==> config.mk <==
export PLATFORM = sky130hd
export DESIGN_NAME = shp_mulmod
export DESIGN_NICKNAME = d
export VERILOG_FILES = /design/src/rtl/shp_pkg.sv /design/src/rtl/shp_mulmod.sv
export SDC_FILE = /design/constraint.sdc
export NUM_CORES = 2
export LEC_CHECK = 0
export BUFFER_PORTS_ARGS = -buffer_cell sky130_fd_sc_hd__buf_2
export CAP_MARGIN = 10
export CORE_MARGIN = 2
export CORE_UTILIZATION = 50
export CTS_BUF_LIST = sky130_fd_sc_hd__clkbuf_4 sky130_fd_sc_hd__clkbuf_8
export CTS_CLUSTER_SIZE = 14
export DETAILED_ROUTE_END_ITERATION = 10
export GPL_TIMING_DRIVEN = 0
export MAX_ROUTING_LAYER = met4
export PLACE_DENSITY = 0.66
export SYNTH_ARGS = -nofsm -noshare
export SYNTH_HDL_FRONTEND = slang
export SYNTH_SLANG_ARGS = --single-unit
==> constraint.sdc <==
create_clock -name clock -period 14.9 [get_ports clock]
set_clock_uncertainty 0.15 [all_clocks]
set_input_delay 2.235 -clock clock [delete_from_list [all_inputs] [get_ports clock]]
set_output_delay 2.235 -clock clock [all_outputs]
set_load 0.05 [all_outputs]
==> src/rtl/shp_pkg.sv <==
// Shared types and constants for the substring polynomial hash core.
// Holds the Mersenne modulus, opcodes and status codes; no dependencies.
package shp_pkg;

   typedef logic [60:0] word_type;

   localparam word_type MOD_P      = 61'h1FFF_FFFF_FFFF_FFFF;
   // exponent P-2 for the Fermat inverse
   localparam word_type EXP_INV    = 61'h1FFF_FFFF_FFFF_FFFD;
   localparam word_type BASE_RESET = 61'd1000000007;
   localparam int       EXP_BITS   = 61;

   localparam logic [1:0] MODE_APPEND = 2'd0;
   localparam logic [1:0] MODE_QUERY  = 2'd1;
   localparam logic [1:0] MODE_CLEAR  = 2'd2;

   localparam logic [1:0] ST_OK    = 2'd0;
   localparam logic [1:0] ST_RANGE = 2'd1;
   localparam logic [1:0] ST_FULL  = 2'd2;

endpackage

==> src/rtl/shp_mulmod.sv <==
// Multi-cycle 61x61 modular multiplier mod 2^61-1, one 32x32 partial product a cycle.
// Depends on shp_pkg for the word type and modulus.
module shp_mulmod import shp_pkg::*; (
   input  logic     clock,
   input  logic     reset,
   input  logic     mul_start,
   input  word_type op_a,
   input  word_type op_b,
   output logic     mul_done,
   output word_type mul_result
);

   word_type     a_ff, b_ff, res_ff;
   logic [2:0]   cnt_ff;
   logic         run_ff, done_ff;
   logic [63:0]  pp_ff;
   logic [121:0] acc_ff;

   logic [31:0]  a_part, b_part;
   logic [63:0]  pp_in;
   logic [2:0]   sel;
   logic [121:0] addend;
   logic [61:0]  fold;
   word_type     fold2, red;

   // pick the halves for this step
   always_comb begin
      a_part = cnt_ff[1] ? {3'b000, a_ff[60:32]} : a_ff[31:0];
      b_part = cnt_ff[0] ? {3'b000, b_ff[60:32]} : b_ff[31:0];
      pp_in  = a_part * b_part;
   end

   // align the previous partial product
   always_comb begin
      sel = cnt_ff - 3'd1;
      case (sel[1:0])
         2'd0:    addend = {58'd0, pp_ff};
         2'd1,
         2'd2:    addend = {58'd0, pp_ff} << 32;
         default: addend = {58'd0, pp_ff} << 64;
      endcase
   end

   // fold the 122-bit product twice
   always_comb begin
      fold  = {1'b0, acc_ff[60:0]} + {1'b0, acc_ff[121:61]};
      fold2 = fold[60:0] + {60'd0, fold[61]};
      red   = (fold2 == MOD_P) ? '0 : fold2;
   end

   always_ff @(posedge clock) begin
      if (reset) begin
         run_ff  <= 1'b0;
         done_ff <= 1'b0;
         cnt_ff  <= '0;
      end else begin
         done_ff <= 1'b0;
         if (mul_start) begin
            a_ff   <= op_a;
            b_ff   <= op_b;
            acc_ff <= '0;
            cnt_ff <= '0;
            run_ff <= 1'b1;
         end else if (run_ff) begin
            if (cnt_ff <= 3'd3) begin
               pp_ff <= pp_in;
            end
            if (cnt_ff >= 3'd1 && cnt_ff <= 3'd4) begin
               acc_ff <= acc_ff + addend;
            end
            if (cnt_ff == 3'd5) begin
               res_ff  <= red;
               done_ff <= 1'b1;
               run_ff  <= 1'b0;
            end
            cnt_ff <= cnt_ff + 3'd1;
         end
      end
   end

   assign mul_done   = done_ff;
   assign mul_result = res_ff;

endmodule

==> flow_results.xml <==
<?xml version="1.0" encoding="UTF-8"?>
<metrics>
  <group name="logic_synthesis">
    <metric name="simple_gate_fraction_of_synth_area" unit="">0.164</metric>
    <metric name="post_synth_fa_ha_maj_area_fraction" unit="">0.391</metric>
    <metric name="avgSynthCellArea" unit="µm²">9.03</metric>
    <metric name="netlist_area" unit="µm²">60400</metric>
    <metric name="synthCells" unit="">6692</metric>
    <metric name="synth_edf_count" unit="">369</metric>
    <metric name="post_synth_main_area_contributors" unit="">fa_1 (30%), edfxtp_1 (18%), ha_1 (9.4%), nor2_1 (6.0%), inv_1 (5.8%)</metric>
    <metric name="yosysSeqAreaShare" unit="">0.185</metric>
    <metric name="synth_flop_cell" unit="">edfxtp_1</metric>
    <metric name="ys_ff_latch" unit="">374</metric>
    <metric name="synthXorXnorAreaFrac" unit="">0.0375</metric>
    <metric name="synth.area.mux_share" unit="">0.0217</metric>
    <metric name="synth_top_family_by_area" unit="">adder cells</metric>
    <metric name="synth-compound-area-share" unit="">0.121</metric>
    <metric name="synth_nets" unit="">8167</metric>
    <metric name="synth.largest_area_cell" unit="">fa_1</metric>
    <metric name="distinct_cells_synth" unit="">98</metric>
    <metric name="synthDominantCellAreaShare" unit="">0.297</metric>
    <metric name="postSynth.asyncResetShare" unit="">0</metric>
    <metric name="synth-warning-count" unit="">0</metric>
  </group>
  <group name="placement">
    <metric name="weighted_congestion_at_the_end_of_routability_driven_global_placement" unit="">1.09</metric>
    <metric name="port_buffers" unit="">185</metric>
    <metric name="detailed_place_hpwl" unit="µm">213000</metric>
    <metric name="placedCellCount" unit="">8520</metric>
    <metric name="placed_area" unit="µm²">63900</metric>
  </group>
  <group name="finish">
    <metric name="design.final.nets" unit="">8459</metric>
    <metric name="flow.area_growth_from_synthesis" unit="%">8.53</metric>
    <metric name="final_layout_size_suffix_gt1_frac" unit="">0.0736</metric>
    <metric name="postLayoutCellArea" unit="µm²">65600</metric>
    <metric name="fin_cells" unit="">8666</metric>
    <metric name="filler_cells" unit="">11205</metric>
  </group>
  <group name="clocking">
    <metric name="cts_hold_buffers" unit="">0</metric>
    <metric name="cts_root_buf" unit="">clkbuf_8</metric>
    <metric name="clk_path_buf_depth" unit="">3</metric>
    <metric name="htree_levels" unit="">3</metric>
    <metric name="worstSkewPairLatency" unit="ns">0.83</metric>
    <metric name="clock_buffers_created_by_tritoncts" unit="">71</metric>
    <metric name="cts.reportedPaths.clkPinSlew" unit="ns">0.06</metric>
    <metric name="post-cts-setup-buffers" unit="">0</metric>
    <metric name="tritoncts" unit="">built</metric>
    <metric name="cts.sinks" unit="">374</metric>
    <metric name="cts-resized-gates" unit="">0</metric>
  </group>
  <group name="sta">
    <metric name="hold_slack" unit="ns">0.439</metric>
    <metric name="max_slew_margin" unit="">0.0347</metric>
    <metric name="final.period_utilization" unit="">0.896</metric>
    <metric name="worst_pin_slew" unit="ns">1.45</metric>
    <metric name="setup_tns" unit="ns">0</metric>
    <metric name="fmax" unit="GHz">0.0749</metric>
    <metric name="final_max_slew_viol_count" unit="">0</metric>
    <metric name="rsz_0062_raised_after_global_routing" unit="">false</metric>
    <metric name="hold_violations" unit="">0</metric>
    <metric name="setup_viol" unit="">0</metric>
    <metric name="period_minus_slack" unit="ns">13.34</metric>
  </group>
  <group name="drt">
    <metric name="vias_per_cell" unit="">5.98</metric>
    <metric name="vias" unit="">51813</metric>
    <metric name="detailedRoute.firstPassIterationCount" unit="">6</metric>
    <metric name="detail-route-antenna-nets" unit="">0</metric>
    <metric name="drt_wl_total" unit="µm">252000</metric>
    <metric name="wire_per_inst" unit="µm">29.1</metric>
    <metric name="dr.first_iter.drc_count" unit="">4522</metric>
    <metric name="remaining_drc_errors" unit="">0</metric>
  </group>
  <group name="floorplan">
    <metric name="core.rowCount" unit="">127</metric>
    <metric name="core_region_area" unit="µm²">120000</metric>
    <metric name="count_of_pins_on_the_block_boundary" unit="">187</metric>
    <metric name="die_area" unit="µm²">124000</metric>
    <metric name="die_width" unit="µm">352</metric>
    <metric name="die_height" unit="µm">352</metric>
    <metric name="floorplan.initialDensity" unit="">0.504</metric>
  </group>
  <group name="worst_setup_path">
    <metric name="crit_path_launch" unit="">cnt_ff[1]</metric>
    <metric name="path_class" unit="">reg2reg</metric>
    <metric name="worst_path_max_delay_cell" unit="">mux2i_1</metric>
    <metric name="reg_to_reg_startpoint" unit="">cnt_ff[1]</metric>
    <metric name="critical_path_peak_fanout" unit="">10</metric>
    <metric name="crit_path_end_kind" unit="">flip-flop</metric>
    <metric name="arrival_time_of_data_at_the_critical_path_endpoint" unit="ns">13.71</metric>
    <metric name="crit_path_max_incr_delay" unit="ns">1.16</metric>
    <metric name="cp-start-kind" unit="">flip-flop</metric>
    <metric name="timing.critical_path.mode_cell" unit="">fa_1</metric>
    <metric name="worst-endpoint-required" unit="ns">15.26</metric>
  </group>
  <group name="hold_path">
    <metric name="timing.hold.worst.start" unit="">cnt_ff[2]</metric>
    <metric name="type_of_the_most_critical_hold_path" unit="">reg2reg</metric>
  </group>
  <group name="global_routing">
    <metric name="grt_usage" unit="">0.426</metric>
    <metric name="largest_net_degree_at_the_start_of_global_routing" unit="">42</metric>
    <metric name="global_route.usage.met2" unit="">0.684</metric>
    <metric name="most_used_routing_layer_in_global_routing" unit="">met2</metric>
    <metric name="globalRouteMet1Util" unit="">0.445</metric>
    <metric name="vias_in_the_first_global_route" unit="">53195</metric>
    <metric name="grt_antenna_before_repair" unit="">11</metric>
    <metric name="grt.overflow.total" unit="">0</metric>
    <metric name="met3_global_route_usage" unit="">0.0936</metric>
    <metric name="grt_pass1_wl" unit="µm">360000</metric>
  </group>
  <group name="outcome">
    <metric name="status" unit="">finished clean</metric>
  </group>
  <group name="job">
    <metric name="cap_viol_max_count" unit="">0</metric>
  </group>
</metrics>
==> state kept, by name (all words and copies together) (netlist names) <==
name        cells
acc_ff        122
pp_ff          64
a_ff           61
b_ff           61
mul_result     61
cnt_ff          3
mul_done        1
run_ff          1
==> final timing paths <==
check / endpoint / slack (ns) / cells after the start
setup / recovery: pp_ff[59] / 1.56 / 32
hold / removal: cnt_ff[2] / 0.44 / 2
setup reg to reg: pp_ff[59] / 1.56 / 32
hold reg to reg: cnt_ff[2] / 0.44 / 2
==> Yosys cell counts, drive strengths merged (30+ instances only) <==
cell	instances
o21bai	52
o21ai	170
o21a	39
a22o	60
a211oi	31
and2	87
nor2	964
and3	30
mux2	58
buf	51
xnor2	170
clkbuf	273
nand2	682
a31oi	42
inv	931
nand4	88
nor3	107
edfxtp	369
nand2b	30
o211ai	35
a21o	165
fa	898
nand3	80
mux2i	66
nor2b	42
ha	452
nor4	31
xor2	89
a21oi	315
==> metrics by stage <==
| stage | setup slack (ns) | util |
|---|---|---|
| floorplan | 5.58 | - |
| global placement | 1.48 | 0.528 |
| detailed placement | 1.85 | 0.533 |
| CTS | 1.80 | 0.546 |
| global route | 1.54 | 0.547 |
| finish | 1.56 | 0.547 |
==> area by class of cell <==
| cell class | instances | area (µm²) | area share |
|---|---|---|---|
| Tap cell | 1612 | 2020 | 0.0307 |
| Sequential cell | 374 | 11200 | 0.170 |
| Antenna cell | 15 | 37.5 | 0.000572 |
| Inverter | 931 | 3490 | 0.0533 |
| Timing Repair Buffer | 219 | 1370 | 0.0209 |
| Clock inverter | 39 | 500 | 0.00763 |
| Multi-Input combinational cell | 5063 | 44600 | 0.680 |
| Buffer | 324 | 1280 | 0.0196 |
| Clock buffer | 89 | 1120 | 0.0171 |
==> critical path, delay by kind of cell (launching register included) <==
| family | cells | cell delay, ns |
|---|---|---|
| AO/OA/AOI/OAI | 8 | 3.11 |
| XOR/XNOR | 1 | 0.08 |
| multiplexers | 1 | 1.16 |
| adder cells (fa/ha/maj) | 9 | 4.41 |
| buffers and inverters | 7 | 2.69 |
| flip-flops | 1 | 0.52 |
| AND/OR/NAND/NOR | 6 | 0.97 |
==> cell families (layout without fill, tap and decap cells) <==
group | count (synthesis) | after routing
buffers and inverters | 1255 | 1602
XOR/XNOR | 259 | 259
AO/OA/AOI/OAI | 1091 | 1091
other | 0 | 15
multiplexers | 124 | 124
flip-flops | 374 | 374
AND/OR/NAND/NOR | 2239 | 2239
adder cells (fa/ha/maj) | 1350 | 1350
==> cell usage in the layout (no fill, tap or decap), types with 17 or more instances in the layout <==
cell type | Yosys | layout
nor2_1 | 962 | 958
inv_1 | 931 | 931
fa_1 | 898 | 898
nand2_1 | 682 | 682
ha_1 | 452 | 452
edfxtp_1 | 369 | 369
a21oi_1 | 309 | 309
clkbuf_1 | 273 | 273
buf_2 | 27 | 213
xnor2_1 | 170 | 170
a21o_1 | 165 | 165
o21ai_0 | 155 | 155
nor3_1 | 104 | 104
xor2_1 | 89 | 89
and2_1 | 84 | 84
nand4_1 | 84 | 84
nand3_1 | 80 | 80
clkbuf_8 | 0 | 73
a22o_1 | 59 | 59
mux2_2 | 58 | 58
o21bai_1 | 52 | 52
mux2i_1 | 66 | 49
nor2b_1 | 42 | 42
a31oi_1 | 42 | 42
o21a_1 | 39 | 39
o211ai_1 | 33 | 33
nand2b_1 | 30 | 30
and3_1 | 30 | 30
a211oi_1 | 26 | 26
nor4_1 | 26 | 25
or3_1 | 23 | 23
o31ai_1 | 21 | 21
mux2i_2 | 0 | 17
==> metal layers <==
layer / share of wire / wire length (µm)
met2: 0.46 / 117000
met5: 0 / 0
met1: 0.34 / 86700
met3: 0.082 / 20600
met4: 0.11 / 27800
Power is not shown: default switching activity piles up to over one toggle a cycle in this logic, so the estimate is an artifact.
